### src/rtl/dhs_pkg.sv
// ----------------------------------------------------------------------------
// dhs_pkg: shared types and constants for the defrost heater sequencer
// Register indexes, reset values, stream packing and the controller state.
// ----------------------------------------------------------------------------
package dhs_pkg;

    localparam int CntW      = 16;
    localparam int CfgIdxW   = 3;
    localparam int CfgDataW  = 16;
    localparam int InTdataW  = 24;
    localparam int OutTdataW = 8;

    localparam logic [CntW-1:0] CntSat = '1;

    // Register indexes on the configuration port
    typedef enum logic [CfgIdxW-1:0] {
        CFG_WARM_THRESHOLD    = 3'd0,
        CFG_HEATER_TIMEOUT    = 3'd1,
        CFG_DROPPER_TIME      = 3'd2,
        CFG_EVAP_CHECK_TIME   = 3'd3,
        CFG_PLUGIN_CHECK_TIME = 3'd4
    } cfg_index_t;

    localparam logic signed [CntW-1:0] RstWarmThreshold   = 16'sd100;
    localparam logic [CntW-1:0]        RstHeaterTimeout   = 16'd1800;
    localparam logic [CntW-1:0]        RstDropperTime     = 16'd600;
    localparam logic [CntW-1:0]        RstEvapCheckTime   = 16'd60;
    localparam logic [CntW-1:0]        RstPluginCheckTime = 16'd5;

    typedef struct packed {
        logic signed [CntW-1:0] warm_threshold;
        logic [CntW-1:0]        heater_timeout;
        logic [CntW-1:0]        dropper_time;
        logic [CntW-1:0]        evap_check_time;
        logic [CntW-1:0]        plugin_check_time;
    } cfg_t;

    typedef struct packed {
        logic signed [CntW-1:0] evap_reading;
        logic                   evap_error;
        logic                   plugin_request;
        logic                   defrost_request;
        logic                   tick;
    } item_t;

    typedef struct packed {
        logic compressor_timer_reset;
        logic beep;
        logic heat_error;
        logic plugin_active;
        logic defrost_active;
        logic heater_drive;
    } result_t;

    typedef struct packed {
        logic            heater_on;
        logic            defrost_flag;
        logic            plugin_flag;
        logic            heat_error_flag;
        logic [CntW-1:0] on_seconds;
        logic [CntW-1:0] drip_seconds;
        logic            mark_running;
        logic [CntW-1:0] since_mark;
    } state_t;

    localparam state_t StateRst = '0;

endpackage

### src/rtl/dhs_cfg_regs.sv
// ----------------------------------------------------------------------------
// dhs_cfg_regs: configuration register file
// Five 16-bit registers written through a plain write port, no read-back.
// ----------------------------------------------------------------------------
module dhs_cfg_regs (
    input  logic                          aclk,
    input  logic                          aresetn,
    input  logic                          cfg_wr_en,
    input  logic [dhs_pkg::CfgIdxW-1:0]   cfg_index,
    input  logic [dhs_pkg::CfgDataW-1:0]  cfg_wdata,
    output dhs_pkg::cfg_t                 cfg
);

    dhs_pkg::cfg_t cfg_reg;
    dhs_pkg::cfg_t cfg_next;

    always_comb begin
        cfg_next = cfg_reg;
        if (cfg_wr_en) begin
            case (dhs_pkg::cfg_index_t'(cfg_index))
                dhs_pkg::CFG_WARM_THRESHOLD:    cfg_next.warm_threshold    = $signed(cfg_wdata);
                dhs_pkg::CFG_HEATER_TIMEOUT:    cfg_next.heater_timeout    = cfg_wdata;
                dhs_pkg::CFG_DROPPER_TIME:      cfg_next.dropper_time      = cfg_wdata;
                dhs_pkg::CFG_EVAP_CHECK_TIME:   cfg_next.evap_check_time   = cfg_wdata;
                dhs_pkg::CFG_PLUGIN_CHECK_TIME: cfg_next.plugin_check_time = cfg_wdata;
                default: ;  // unused indexes are dropped
            endcase
        end
    end

    always_ff @(posedge aclk) begin
        if (!aresetn) begin
            cfg_reg.warm_threshold    <= dhs_pkg::RstWarmThreshold;
            cfg_reg.heater_timeout    <= dhs_pkg::RstHeaterTimeout;
            cfg_reg.dropper_time      <= dhs_pkg::RstDropperTime;
            cfg_reg.evap_check_time   <= dhs_pkg::RstEvapCheckTime;
            cfg_reg.plugin_check_time <= dhs_pkg::RstPluginCheckTime;
        end else begin
            cfg_reg <= cfg_next;
        end
    end

    assign cfg = cfg_reg;

endmodule

### src/rtl/dhs_step.sv
// ----------------------------------------------------------------------------
// dhs_step: one evaluation of the defrost controller
// Pure combinational next-state and result logic for a single request.
// ----------------------------------------------------------------------------
module dhs_step (
    input  dhs_pkg::cfg_t    cfg,
    input  dhs_pkg::state_t  cur,
    input  dhs_pkg::item_t   item,
    output dhs_pkg::state_t  nxt,
    output dhs_pkg::result_t res
);

    localparam int SumW = dhs_pkg::CntW + 1;

    logic [dhs_pkg::CntW-1:0] since_tick;
    logic [dhs_pkg::CntW-1:0] el;
    logic [SumW-1:0]          on_total;
    logic [SumW-1:0]          drip_total;
    logic [SumW-1:0]          drip_plus_el;
    logic                     warm;
    logic                     idle_in;
    logic                     d_flag;
    logic                     p_flag;
    logic                     beep;
    logic                     comp_reset;
    dhs_pkg::state_t          s;

    assign warm = item.evap_reading >= cfg.warm_threshold;

    always_comb begin
        since_tick = cur.since_mark;
        if (item.tick && cur.mark_running && (cur.since_mark != dhs_pkg::CntSat)) begin
            since_tick = cur.since_mark + 1'b1;
        end

        // requests only count when no cycle is running; plug-in wins
        idle_in = !cur.defrost_flag && !cur.plugin_flag;
        d_flag  = cur.defrost_flag;
        p_flag  = cur.plugin_flag;
        if (idle_in) begin
            p_flag = item.plugin_request;
            d_flag = !item.plugin_request && item.defrost_request;
        end

        el           = cur.mark_running ? since_tick : '0;
        on_total     = {1'b0, cur.on_seconds} + {1'b0, el};
        drip_total   = {1'b0, cur.drip_seconds} + {1'b0, el};
        drip_plus_el = drip_total;

        s              = cur;
        s.since_mark   = since_tick;
        s.defrost_flag = d_flag;
        s.plugin_flag  = p_flag;
        beep           = 1'b0;
        comp_reset     = 1'b0;

        if (d_flag || p_flag) begin
            if (item.evap_error) begin
                // sensor fault aborts the running cycle; the heat error flag is kept
                s.heater_on    = 1'b0;
                s.defrost_flag = 1'b0;
                s.plugin_flag  = 1'b0;
                s.on_seconds   = '0;
                s.drip_seconds = '0;
                s.mark_running = 1'b0;
                s.since_mark   = '0;
                comp_reset     = 1'b1;
            end else if (cur.heater_on) begin
                if (p_flag) begin
                    if (on_total > {1'b0, cfg.plugin_check_time}) begin
                        s.plugin_flag = 1'b0;
                        if (!warm) begin
                            s.defrost_flag = 1'b1;
                        end else begin
                            s.heater_on    = 1'b0;
                            s.on_seconds   = '0;
                            s.drip_seconds = '0;
                            s.mark_running = 1'b0;
                            s.since_mark   = '0;
                            comp_reset     = 1'b1;
                        end
                    end
                end else if ((on_total > {1'b0, cfg.evap_check_time} && warm) ||
                             (on_total > {1'b0, cfg.heater_timeout})) begin
                    if (warm) begin
                        s.heat_error_flag = 1'b0;
                    end else if (!cur.heat_error_flag) begin
                        s.heat_error_flag = 1'b1;
                        beep              = 1'b1;
                    end
                    // heater off: bank on-time, start the drip period
                    s.heater_on    = 1'b0;
                    s.on_seconds   = on_total[SumW-1] ? dhs_pkg::CntSat
                                                      : on_total[dhs_pkg::CntW-1:0];
                    if (cur.drip_seconds == '0) begin
                        s.drip_seconds = dhs_pkg::CntW'(1);
                    end
                    s.mark_running = 1'b1;
                    s.since_mark   = '0;
                end
            end else begin
                if (cur.on_seconds == '0) begin
                    if (warm) begin
                        if (p_flag) begin
                            s.plugin_flag = 1'b0;
                        end else begin
                            s.on_seconds   = dhs_pkg::CntW'(1);
                            s.mark_running = 1'b1;
                            s.since_mark   = '0;
                        end
                    end else begin
                        s.heater_on    = 1'b1;
                        s.drip_seconds = drip_plus_el[SumW-1] ? dhs_pkg::CntSat
                                                              : drip_plus_el[dhs_pkg::CntW-1:0];
                        s.on_seconds   = dhs_pkg::CntW'(1);
                        s.mark_running = 1'b1;
                        s.since_mark   = '0;
                    end
                end else if (drip_total > {1'b0, cfg.dropper_time}) begin
                    s.defrost_flag = 1'b0;
                    s.on_seconds   = '0;
                    s.drip_seconds = '0;
                    s.mark_running = 1'b0;
                    s.since_mark   = '0;
                    comp_reset     = 1'b1;
                end
            end
        end

        nxt                        = s;
        res.heater_drive           = s.heater_on;
        res.defrost_active         = s.defrost_flag;
        res.plugin_active          = s.plugin_flag;
        res.heat_error             = s.heat_error_flag;
        res.beep                   = beep;
        res.compressor_timer_reset = comp_reset;
    end

endmodule

### src/rtl/defrost_heater_sequencer_core.sv
// ----------------------------------------------------------------------------
// defrost_heater_sequencer_core: defrost heater sequencer top level
// Input register, controller state, one-pass evaluation and result register.
// ----------------------------------------------------------------------------
//  channel   | ports              | payload
//  ----------+--------------------+------------------------------------------
//  input     | s_tvalid/s_tready  | s_tdata: evaluation request (24 bits)
//  result    | m_tvalid/m_tready  | m_tdata: controller outputs (8 bits)
//  config    | cfg_wr_en          | cfg_index, cfg_wdata (16 bits)
//
//  One request per cycle sustained while m_tready is high; m_tvalid follows
//  an s_ accept through the input register, then the result register.
//  Reset (aresetn low, synchronous) clears state and config to defaults.
//  A stalled result holds the result register; the input register still
//  takes one more request, after which s_tready drops until m_tready returns.
module defrost_heater_sequencer_core (
    input  logic                            aclk,
    input  logic                            aresetn,
    input  logic                            s_tvalid,
    output logic                            s_tready,
    // [0] tick, [1] defrost_request, [2] plugin_request, [3] evap_error,
    // [19:4] evap_reading (signed), [23:20] zero
    input  logic [dhs_pkg::InTdataW-1:0]    s_tdata,
    output logic                            m_tvalid,
    input  logic                            m_tready,
    // [0] heater_drive, [1] defrost_active, [2] plugin_active, [3] heat_error,
    // [4] beep, [5] compressor_timer_reset, [7:6] zero
    output logic [dhs_pkg::OutTdataW-1:0]   m_tdata,
    input  logic                            cfg_wr_en,
    input  logic [dhs_pkg::CfgIdxW-1:0]     cfg_index,
    input  logic [dhs_pkg::CfgDataW-1:0]    cfg_wdata
);

    localparam int ItemW = $bits(dhs_pkg::item_t);
    localparam int ResW  = $bits(dhs_pkg::result_t);

    dhs_pkg::cfg_t    cfg;
    dhs_pkg::state_t  state_reg;
    dhs_pkg::state_t  state_next;
    dhs_pkg::item_t   item_reg;
    dhs_pkg::result_t res_reg;
    dhs_pkg::result_t res_next;
    logic             in_valid_reg;
    logic             out_valid_reg;
    logic             advance;
    logic             s_take;

    dhs_cfg_regs u_cfg (
        .aclk      (aclk),
        .aresetn   (aresetn),
        .cfg_wr_en (cfg_wr_en),
        .cfg_index (cfg_index),
        .cfg_wdata (cfg_wdata),
        .cfg       (cfg)
    );

    dhs_step u_step (
        .cfg  (cfg),
        .cur  (state_reg),
        .item (item_reg),
        .nxt  (state_next),
        .res  (res_next)
    );

    // evaluate when the result register is free or being drained
    assign advance  = in_valid_reg && (!out_valid_reg || m_tready);
    assign s_tready = !in_valid_reg || advance;
    assign s_take   = s_tvalid && s_tready;

    always_ff @(posedge aclk) begin
        if (!aresetn) begin
            in_valid_reg  <= 1'b0;
            out_valid_reg <= 1'b0;
            state_reg     <= dhs_pkg::StateRst;
        end else begin
            if (s_take) begin
                in_valid_reg <= 1'b1;
            end else if (advance) begin
                in_valid_reg <= 1'b0;
            end
            if (advance) begin
                out_valid_reg <= 1'b1;
                state_reg     <= state_next;
            end else if (m_tready) begin
                out_valid_reg <= 1'b0;
            end
        end
    end

    always_ff @(posedge aclk) begin
        if (s_take) begin
            item_reg <= dhs_pkg::item_t'(s_tdata[ItemW-1:0]);
        end
        if (advance) begin
            res_reg <= res_next;
        end
    end

    assign m_tvalid = out_valid_reg;
    assign m_tdata  = {{(dhs_pkg::OutTdataW-ResW){1'b0}}, res_reg};

endmodule

### config.mk
export PLATFORM = sky130hd
export DESIGN_NAME = defrost_heater_sequencer_core
export DESIGN_NICKNAME = d
export VERILOG_FILES = /design/src/rtl/dhs_pkg.sv /design/src/rtl/dhs_cfg_regs.sv /design/src/rtl/dhs_step.sv /design/src/rtl/defrost_heater_sequencer_core.sv
export SDC_FILE = /design/constraint.sdc
export NUM_CORES = 1
export LEC_CHECK = 0
export BUFFER_PORTS_ARGS = -buffer_cell sky130_fd_sc_hd__buf_2
export CORE_ASPECT_RATIO = 1.2
export CORE_MARGIN = 2
export CORE_UTILIZATION = 30
export CTS_CLUSTER_SIZE = 30
export DETAILED_ROUTE_END_ITERATION = 8
export PLACE_DENSITY_LB_ADDON = 0.3
export SLEW_MARGIN = 10
export SYNTH_ARGS = -nofsm -noshare
export SYNTH_HDL_FRONTEND = slang
export SYNTH_HIERARCHICAL = 1
export SYNTH_SLANG_ARGS = --single-unit
### constraint.sdc
create_clock -name aclk -period 21.3 [get_ports aclk]
set_input_delay 1.065 -clock aclk [delete_from_list [all_inputs] [get_ports aclk]]
set_output_delay 1.065 -clock aclk [all_outputs]
set_load 0.01 [all_outputs]
; Yosys cells after proc, flatten, opt, wreduce, memory -nomap -nowiden
; Cells that the tools add are included.
[word_totals]
out_inout_bits = 10
latch_bits = 0
mem_bits_ro = 0
n_memories = 0
word_cells = 127
input_bits = 48
ram_bits = 0
register_bits = 161
[op_classes]
n_div = 0
n_lt_le_gt_ge = 5
n_reduce_logical = 30
n_bitwise = 3
n_mul = 0
n_mux = 49
n_eq_ne = 11
shift = 0
addsub = 3
[ops]
columns = cell, n
row1 = 49-bit two-way mux, 7
row2 = 16-bit two-way mux, 8
row3 = 17-bit by 16-bit greater-than comparator with 1-bit output, 4
row4 = 53-bit two-way mux, 1
row5 = 50-bit two-way mux, 1
row6 = 16-bit by 16-bit adder with 17-bit output, 2
row7 = 17-bit two-way mux, 2
row8 = 16-bit logical NOT, 2
row9 = 1-bit two-way mux, 26
row10 = "16-bit by 1-bit adder with 16-bit output, second input constant", 1
row11 = 16-bit greater-or-equal comparator, 1
row12 = "16-bit != test, second input constant", 1
row13 = 2-bit AND reduction, 5
row14 = 3-bit two-way mux, 3
row15 = "4-bit by 1-bit != test with 1-bit output, second input constant", 2
row16 = "4-bit != test, second input constant", 2
row17 = 8-bit AND reduction, 1
row18 = 1-bit logical AND, 7
row19 = 7-bit AND reduction, 1
row20 = "3-bit by 2-bit equality test with 1-bit output, second input constant", 2
row21 = 6-bit OR reduction, 1
row22 = 1-bit logical NOT, 5
row23 = "5-bit != test, second input constant", 1
row24 = 1-bit logical OR, 4
row25 = 8 further kinds, 11

; Logic depth before layout (Yosys ltp)
; Gate-level depths: netlist (run 1).
[logic_depth]
word_depth = 13
ltp_mapped = 33

; Modules after synthesis
; Netlist (run 1), hierarchy kept.
[by_module_without_submodules]
columns = module, area_each_um2, cells_each, seq_area_each_um2, instances
row1 = dhs_step, 5990.7, 881, 0.0, 1
row2 = defrost_heater_sequencer_core, 3057.9, 268, 1881.8, 1
row3 = dhs_cfg_regs, 3057.9, 293, 1601.5, 1

; Worst setup path before layout (run 1)
; OpenSTA, ideal clock, no wires.
[synth_timing]
kind = register to register
from = reg state_reg[7] (netlist bit)
to = reg state_reg[10] (netlist bit)
path_buffers = 2
setup_time_ns = 0.072
arrival_ns = 6.770
required_time_ns = 21.228
slack_ns = 14.458
stages_incl_launch_ff = 33
period_less_slack_ns = 6.842
cell_sequence = dfxtp_1 nand4_2 or4_1 buf_2 o21ai_0 xor2_1 nor2_1 ha_1 fa_1 a311oi_1 nor2_1 o211ai_1 o41ai_1 a211o_1 maj3_2 a21oi_1 o21ai_1 xnor2_1 ha_1 a21oi_1 o21ai_0 a221oi_1 o21ai_0 a21o_1 a31oi_1 o31a_1 nand2_1 a21oi_1 a221oi_4 buf_2 nor3_1 nand2_1 mux2i_1
[synth_lines]
columns = element, line
row1 = "start, declared", defrost_heater_sequencer_core.sv:38  ; dhs_pkg::state_t state_reg;
row2 = "start signal, assigned", defrost_heater_sequencer_core.sv:74  ; state_reg <= dhs_pkg::StateRst;
row3 = "start signal, assigned", defrost_heater_sequencer_core.sv:83  ; state_reg <= state_next;

; Worst setup path after layout (run 1)
[layout_timing]
from = reg state_reg[4] (netlist bit)
to = reg state_reg[46] (netlist bit)
[layout_via]
elab_chain_len = 10
word_cells_on_any_way = 22
cone_classes = 3 x add/sub / 4 x order compare / 3 x eq/ne / 7 x mux / 5 x reduce/logical
[layout_lines]
columns = element, line
row1 = branches (longest 2 deep; another with 16-bit by 1-bit adder with 16-bit output), n/a
row2 = 16-bit two-way mux (*), dhs_step.sv:32  ; if (item.tick && cur.mark_running && (cur.since_mark != dhs_pkg::CntSat)) begin
row3 = 16-bit two-way mux (*), dhs_step.sv:45  ; el = cur.mark_running ? since_tick : '0;
row4 = 16-bit by 16-bit adder with 17-bit output, dhs_step.sv:46  ; on_total = {1'b0, cur.on_seconds} + {1'b0, el};
row5 = 17-bit by 16-bit greater-than comparator with 1-bit output or 16-bit two-way mux (tied branches), "dhs_step.sv:83, dhs_step.sv:93"
row6 = 1-bit logical AND or 50-bit two-way mux (tied branches), dhs_step.sv:83  ; end else if ((on_total > {1'b0, cfg.evap_check_time} && warm) ||
row7 = 1-bit logical OR or 49-bit two-way mux (tied branches), "dhs_step.sv:83, dhs_step.sv:69"
row8 = 4-bit by 1-bit != test with 1-bit output (no source line) or 49-bit two-way mux (tied branches), n/a
row9 = 7-bit AND reduction (no source line) or 49-bit two-way mux (tied branches), n/a
; Mark *: on every way between the ends. The select of a mux whose other input is x is not followed.
; A chain may end at the register's enable or synchronous reset.

==> impl_metrics.toml, run 1 <==
[worst_setup_path]
crit_buf_inv = 0
r2r_cells = 30
critPathKind = "reg -> reg"
cp.depth = 30
cp_top_family = "compound AO/OA/AOI/OAI gates"
crit_top_cell = "o21ai_0"
setup.worst_path.end_class = "flop"
critPathMaxFanout = 10
critical_path_arrival_ps = 9220
cp-start-kind = "flop"
slowest_stage = "xnor2_1"
cp_slowest_stage_delay_ps = 630
cp.required_ps = 21670

[synthesis]
synth.cell_area_sq_um = 12100
syn_inst = 1442
synth_edf_count = 26
synth_top_area_share_pct = 22.3
ys_warn_count = 6
ys.flop_type = "dfxtp_1"
synth.distinct_cells = 96
async_reset_ff_share_pct = 0
syn_area_per_cell_sq_um = 8.40
ys_ff_latch = 161
ys_seq_area_share_pct = 28.8
synthTopCellsByArea = "dfxtp_1 22%, mux2i_1 11%, ha_1 11%"
synth_top_cell_by_area = "dfxtp_1"

[clock_tree]
cts_resized = 0
cts_tree = "built"
post_cts_buffers = 0
cts_sinks = 161
cts_root_buffer = "clkbuf_16"
cts_buffers = 17
htree_levels = 4
clk_path_buf_depth = 2
clk_pin_slew_ps = 70
clk_latency_ps = 450
cts_hold_repair.buffers = 0

[detailed_routing]
post_drt_wl_per_cell_um = 17.3
vias = 10403
routed_via_density = 5.23
ant_nets = 0
routed_wl_um = 34500
drcViolationCount = 0
drt_iter0_drc = 674
dr.pass1.iters = 5

[global_route]
grt_pass1_vias = 10090
grt_max_degree = 123
grt_first_pass_wirelength_um = 54400
antenna_found_initial = 0
grtUsageTotal_pct = 16.5
grt_overflow = 0

[finish]
fillCellCount = 4250
regArea_sq_um = 3480
synthToLayoutAreaGrowth_pct = 9.68
largest_reg_flops = 80
drive_gt1_share_pct = 9.19
final_cell_mix = "249 x nand2_1, 136 x mux2i_1, 135 x dfxtp_1"
nets = 1598
multi_input_area_sq_um = 7780
layout_commonest_cell = "nand2_1"
diodes = 0

[timing]
setup_viol = 0
skew_ps = 12.1
fin_crit_ps = 8840
slew_headroom_pct = 15.7
tightest_slew_ps = 1260
rsz0062_at_grt = "false"
hold_viol = 0
finalMaxSlewViolations = 0
max_freq_mhz = 113
tns_ps = 0
timing.final.crit_share_pct = 41.5
hold_ws_ps = 461

[power]
peakVddDrop_uv = 57.8
netSwitchingPower_uw = 207
total_power_uw = 725
power.leakage_nw = 5.49
p_per_area_nw_per_um2 = 54.6
pwr-share-clk_pct = 44.6
comb_power_share_pct = 11.0
p_int_uw = 518
seqPwrFrac_pct = 44.4
sw_frac_of_total_pct = 28.5

[flow_run]
cap_violations = 0

[floorplanning]
die_h_um = 224
die_w_um = 187
dieArea_sq_um = 42000
io_pins = 58
start_util_pct = 30.4
core_area_sq_um = 39800
rows = 80

[place]
place_hpwl_um = 26100
numPortBuffers = 51
globalplace.congestion = 0.899

[min_path]
hold_depth = 2
hold_path_class = "reg -> reg"

[run_status]
status = "finished, final reports clean"
-- worst reg2reg max path: cells and delay by family (launching register included) --
family                   cells  cell delay, ps
adder cells (fa/ha/maj)      4            1580
multiplexers                 1             160
XOR/XNOR                     2             830
AO/OA/AOI/OAI               16            4320
AND/OR/NAND/NOR              7            1330
flip-flops                   1             560
-- layout make-up --
cell class	count	share of cell area (%)
flip-flops and latches	161	26.2
clock buffers	20	3.68
repair buffers	63	2.65
multi-input cells	1100	58.6
well taps	533	5.02
clock inverters	12	0.914
inverters	102	2.88
-- worst paths after layout --
kind | from | to | slack (ps)
max | state_reg[4] | state_reg[46] | 12460
min reg2reg | u_cfg/cfg[50] | u_cfg/cfg[50] | 460
min | u_cfg/cfg[50] | u_cfg/cfg[50] | 460
max reg2reg | state_reg[4] | state_reg[46] | 12460
-- synth_stat cells (5+ instances only) --
cell type  count
inv_1        101
maj3_1         5
and2_1        13
a31o_2         5
nand3_1       25
nor2b_1       38
nand4_1       20
and3_1         9
o21ai_1        5
buf_2         19
o2bb2ai_1     10
nand2b_1       7
o31ai_1        8
xnor2_1       26
edfxtp_1      26
and4_1         5
o21bai_1       6
o21ai_0       42
ha_1         103
nor2_1        64
buf_4         12
buf_12         6
nand2_1      249
o2111ai_1      6
a21o_1        28
o22ai_1       12
o21a_1        14
a2111oi_0      5
o211ai_1      18
nor3_1        33
xor2_1        19
nor4_1        12
dfxtp_1      135
a31oi_1        7
a211oi_1       8
a21oi_1       72
mux2i_1      136
clkbuf_1      40
-- cell families after synthesis --
group                      after synthesis  synth area share (%)
xor gates and xnor gates                45                  3.26
other                                    1                0.0310
AOI/OAI and AO/OA                      301                  18.1
DFF                                    161                  28.8
muxes                                  137                  11.4
adders and majority gates              111                  11.5
and+or+nand+nor                        504                  19.8
buffers and inverters                  182                  7.14
-- through the flow --
stage	setup slack, ps	util [%]	cells	instance area (sq um)
floorplan	14460	-	1443	12100
global placement	12810	31.8	1959	12700
detailed placement	12680	31.8	1959	12700
CTS	12610	33.3	1991	13300
global route	11830	33.3	1991	13300
finish	12460	33.3	1991	13300
-- metal layers --
layer | wire [um] | share of wire [%] | GRT usage [%]
met3 | 1230 | 3.6 | 1.96
met5 | 0 | 0 | 0
met4 | 1140 | 3.3 | 7.11
met1 | 15100 | 44 | 20.0
met2 | 17000 | 49 | 29.4
-- power by group through the flow --
stage / registers (mW) / clock network, mW / logic [mW]
final: 0.322 / 0.323 / 0.0800
after CTS: 0.322 / 0.331 / 0.0801
after global routing: 0.323 / 0.342 / 0.0874
after floorplan: 0.327 / 0 / 0.0593
after global placement: 0.329 / 0 / 0.0787
after detailed placement: 0.329 / 0 / 0.0798
Note: power is estimated with default switching activity, not from simulation.
==> run 2, diff against run 1 <==
- ABC_AREA: unset -> 1
- clock period: 21.3 -> 7.3 ns (I/O delays scaled with it)
==> impl_metrics.toml, run 2 <==
[worst_setup_path]
crit_top_cell = "nand2_1"
slowest_stage = "nor2_1"
reg2reg_slack_ps = 770
r2r_start = "state_reg[0]"
setup.worst_path.end_class = "flop"
crit_buf_inv = 6
timing.rr.end = "state_reg[22]"
critPathMaxFanout = 16
cp_top_family = "simple AND/OR/NAND/NOR gates"
cp_slowest_stage_delay_ps = 610
cp.required_ps = 7650
r2r_cells = 44
critPathKind = "reg -> reg"
cp-start-kind = "flop"
critical_path_arrival_ps = 6880

[finish]
instances_no_fill = 2691
diodes = 0
synthToLayoutAreaGrowth_pct = 8.50
nets = 2272
largest_reg_flops = 80
drive_gt1_share_pct = 9.01
layout_commonest_cell = "nand2_1"
final_cell_mix = "554 x nand2_1, 300 x inv_1, 284 x nor2_1"
fillCellCount = 4958
fin_util_pct = 33.1

[timing]
slew_headroom_pct = 22.3
hold_viol = 0
tns_ps = 0
skew_ps = 17.0
timing.final.crit_share_pct = 89.5
max_freq_mhz = 153
tightest_slew_ps = 1160
setup_viol = 0
fin_crit_ps = 6530
rsz0062_at_grt = "false"
finalMaxSlewViolations = 0

[global_route]
antenna_found_initial = 1
grt_first_pass_wirelength_um = 66800
grt_max_degree = 109
grtUsageTotal_pct = 18.2
grt_overflow = 0
grt_pass1_vias = 12478

[min_path]
hold_start = "s_tdata[16]"
hold_depth = 1
hold_path_class = "in -> reg"
holdPathEnd = "item_reg[16]"

[detailed_routing]
post_drt_wl_per_cell_um = 15.5
dr.pass1.iters = 6
ant_nets = 0
vias = 13260
routed_via_density = 4.93
drcViolationCount = 0
drt_iter0_drc = 896
routed_wl_um = 41600

[floorplanning]
rows = 84
start_util_pct = 30.5
core_area_sq_um = 43900
die_h_um = 236
die_w_um = 197
dieArea_sq_um = 46400
io_pins = 58

[clock_tree]
cts_tree = "built"
htree_levels = 4
cts_buffers = 17
clk_path_buf_depth = 2
cts_resized = 0
cts_hold_repair.buffers = 0
cts_sinks = 161
clk_pin_slew_ps = 70
post_cts_buffers = 0
cts_root_buffer = "clkbuf_16"
clk_latency_ps = 470

[synthesis]
ys_warn_count = 6
synthTopCellsByArea = "dfxtp_1 20%, nand2_1 16%, ha_1 9.6%"
syn_area_per_cell_sq_um = 6.31
ys_ff_latch = 161
ys.flop_type = "dfxtp_1"
synth_top_cell_by_area = "dfxtp_1"
ys_seq_area_share_pct = 26.0
synth.cell_area_sq_um = 13400
syn_inst = 2124
synth.most_common_cell = "nand2_1"
synth_edf_count = 26
async_reset_ff_share_pct = 0
synthTopCellsByCount = "554 x nand2_1, 300 x inv_1, 285 x nor2_1"
synth_top_area_share_pct = 20.1
synth.distinct_cells = 53

[place]
place_hpwl_um = 31200
dp.cells = 2659
globalplace.congestion = 0.932
numPortBuffers = 51

[flow_run]
cap_violations = 0

[power]
p_per_area_nw_per_um2 = 185
total_power_mw = 2.69
peakVddDrop_uv = 185
power.leakage_nw = 7.03

[run_status]
status = "finished, final reports clean"
## run 2: cell count changes in the layout (fill, tap and decap cells not counted), moves of 13 or more
cell	delta
a21oi_1	+53
nand4_1	+31
inv_1	+199
nand3_1	+188
o211ai_1	-17
mux2i_1	-136
xnor2_1	-20
inv_2	+13
nor3_1	-18
nor2b_1	-38
nor2_1	+220
a21o_1	-26
nand2_1	+305
## run 2: worst reg2reg max path: cells and delay by family (launching register included)
family                   cells  cell delay (ps)
buffers and inverters        6              600
XOR/XNOR                     1              280
AND/OR/NAND/NOR             32             3820
adder cells (fa/ha/maj)      3              990
AO/OA/AOI/OAI                2              260
flip-flops                   1              470
## run 2: cell type report
class                      instances  area (sq um)  area share [%]
multi-input combinational       1559          8230            56.5
clock buffer                      19           464            3.19
inverter                         316          1190            8.15
tap                              559           699            4.81
clock inverter                    13           131           0.903
timing repair buffer              64           355            2.44
sequential                       161          3490            24.0
## run 2: routing by layer
layer | track usage, % | vias to the layer above | share of wire (%)
li1 | - | 6798 | -
met1 | 22.6 | 6033 | 44
met2 | 31.1 | 344 | 47
met3 | 2.25 | 83 | 4.0
met4 | 8.59 | 2 | 4.5
met5 | 0 | - | 0.031
## run 2: cells by family (layout without fill, tap and decap cells)
group	count (synthesis)	count (layout)	synth area share [%]
flip-flops	161	161	26.0
XOR/XNOR	23	23	1.50
AO/OA/AOI/OAI	240	240	10.5
AND/OR/NAND/NOR	1189	1189	39.4
buffers and inverters	405	412	12.8
adder cells (fa/ha/maj)	105	105	9.91
other	1	2	0.0280
## run 2: power breakdown
| group | switching, mW | leakage (nW) | internal [mW] |
|---|---|---|---|
| sequential | 0.0426 | 1.36 | 0.948 |
| clock | 0.452 | 0.297 | 0.484 |
| combinational | 0.517 | 5.38 | 0.244 |
## run 2: worst max-delay path by stage
stage               cells past startpoint    startpoint             to
detailed placement                     44  state_reg[0]  state_reg[22]
finish                                 44  state_reg[0]  state_reg[22]
global placement                       41  state_reg[0]  state_reg[22]
CTS                                    39  state_reg[0]  state_reg[26]
global route                           39  state_reg[0]  state_reg[29]
floorplan                              34  state_reg[0]  state_reg[13]
## run 2: per-stage QoR
stage	cell area, sq um	hold WS [ps]	setup slack, ps
4_1_cts	14600	59.8	797
5_1_grt	14600	59.4	170
3_3_place_gp	14000	446	879
6_report	14600	76.9	770
2_1_floorplan	13400	429	2370
3_5_place_dp	14000	447	834
==> run 3, diff against run 2 <==
- PLACE_DENSITY: unset -> 0.55
- PLACE_DENSITY_LB_ADDON: 0.3 -> unset
==> impl_metrics.toml, run 3 (synthesis results as in run 2) <==
[run_status]
status = "finished, final reports clean"

[place]
place_hpwl_um = 31200
globalplace.congestion = 0.942
numPortBuffers = 51
post_dp_cell_area_sq_um = 14000

[finish]
final_cell_mix = "554 x nand2_1, 299 x inv_1, 284 x nor2_1"
fillCellCount = 4887
largest_reg_flops = 80
diodes = 0
stdcell_area_sq_um = 14500
multi_input_area_sq_um = 8230
nets = 2272
regArea_sq_um = 3490
drive_gt1_share_pct = 8.96
synthToLayoutAreaGrowth_pct = 8.26
layout_commonest_cell = "nand2_1"

[min_path]
hold_path_class = "in -> reg"
hold_depth = 1
hold_start = "s_tdata[4]"
holdPathEnd = "item_reg[4]"

[timing]
slew_headroom_pct = 21.3
rsz0062_at_grt = "false"
timing.final.crit_share_pct = 89.2
fin_crit_ps = 6510
tns_ps = 0
setup_viol = 0
finalMaxSlewViolations = 0
hold_viol = 0
skew_ps = 18.6
max_freq_mhz = 154
tightest_slew_ps = 1170

[clock_tree]
cts_root_buffer = "clkbuf_16"
cts_buffers = 17
clk_pin_slew_ps = 70
cts_hold_repair.buffers = 0
post_cts_buffers = 0
cts_tree = "built"
clk_latency_ps = 460
clk_path_buf_depth = 2
cts_sinks = 161
htree_levels = 4
cts_resized = 0

[worst_setup_path]
critPathKind = "reg -> reg"
reg2reg_slack_ps = 790
crit_top_cell = "nand2_1"
cp_top_family = "simple AND/OR/NAND/NOR gates"
cp_slowest_stage_delay_ps = 670
crit_buf_inv = 4
r2r_start = "state_reg[0]"
r2r_cells = 38
setup.worst_path.end_class = "flop"
cp-start-kind = "flop"
timing.rr.end = "state_reg[26]"
critPathMaxFanout = 11
slowest_stage = "nor2_1"
cp.required_ps = 7640
critical_path_arrival_ps = 6860

[global_route]
grtUsageTotal_pct = 18.0
grt_overflow = 0
antenna_found_initial = 0
grt_max_degree = 108
grt_first_pass_wirelength_um = 66500
grt_pass1_vias = 12669

[power]
peakVddDrop_uv = 172
pwr-share-clk_pct = 33.9
power.leakage_nw = 7.01
comb_power_share_pct = 28.6
netSwitchingPower_uw = 993
p_per_area_nw_per_um2 = 183
sw_frac_of_total_pct = 37.5
seqPwrFrac_pct = 37.5
p_int_mw = 1.66

[detailed_routing]
drcViolationCount = 0
routed_via_density = 4.95
dr.pass1.iters = 5
post_drt_wl_per_cell_um = 15.5
drt_iter0_drc = 1013
vias = 13311
ant_nets = 0
routed_wl_um = 41600

[floorplanning]
dieArea_sq_um = 46400
die_w_um = 197
core_area_sq_um = 43900
start_util_pct = 30.5
io_pins = 58
die_h_um = 236
rows = 84

[flow_run]
cap_violations = 0
run 3: changes by cell type in the layout (fill, tap and decap cells not counted):
cell	before	now
clkbuf_8	1	0
clkinv_1	3	4
clkinv_2	0	2
clkinv_4	0	2
clkinv_8	2	0
clkinvlp_4	0	1
inv_1	300	299
inv_4	2	0
inv_6	6	5
run 3: layout make-up:
cell class | count | area share [%]
clock buffers | 18 | 3.10
inverters | 316 | 8.17
multi-input cells | 1559 | 56.7
flip-flops and latches | 161 | 24.0
repair buffers | 64 | 2.45
well taps | 559 | 4.82
clock inverters | 13 | 0.776
run 3: worst max-delay path by stage:
| stage | slack [ps] | start | endpoint | cells after the start |
|---|---|---|---|---|
| 6_report | 790 | state_reg[0] | state_reg[26] | 38 |
| 5_1_grt | 180 | state_reg[0] | state_reg[29] | 39 |
| 4_1_cts | 920 | state_reg[0] | state_reg[26] | 39 |
| 3_5_place_dp | 960 | state_reg[0] | state_reg[26] | 39 |
| 3_3_place_gp | 970 | state_reg[0] | state_reg[27] | 36 |
| 2_1_floorplan | 2370 | state_reg[0] | state_reg[13] | 34 |
run 3: per-layer routing:
metal	up-vias	routed length (um)	track usage [%]
met5	-	0	0
met4	0	1730	8.27
met2	307	19500	30.3
met1	6110	18800	22.6
li1	6809	-	-
met3	85	1610	2.62
run 3: power groups by stage:
stage / Combinational [mW] / Sequential [mW] / Clock (mW)
6_report: 0.759 / 0.993 / 0.898
5_1_grt: 0.856 / 0.999 / 0.949
4_1_cts: 0.754 / 0.992 / 0.919
3_5_place_dp: 0.751 / 1.01 / 0
2_1_floorplan: 0.573 / 0.997 / 0
3_3_place_gp: 0.740 / 1.01 / 0
run 3: per-stage QoR:
stage | utilization, % | instances | hold WS [ps] | total power [mW] | setup slack, ps
3_5_place_dp | 31.8 | 2659 | 447 | 1.76 | 963
2_1_floorplan | - | 2125 | 429 | 1.57 | 2370
3_3_place_gp | 31.8 | 2659 | 445 | 1.75 | 974
4_1_cts | 33.1 | 2690 | 62.5 | 2.66 | 923
5_1_grt | 33.1 | 2690 | 66.5 | 2.80 | 181
6_report | 33.1 | 2690 | 85.0 | 2.65 | 787
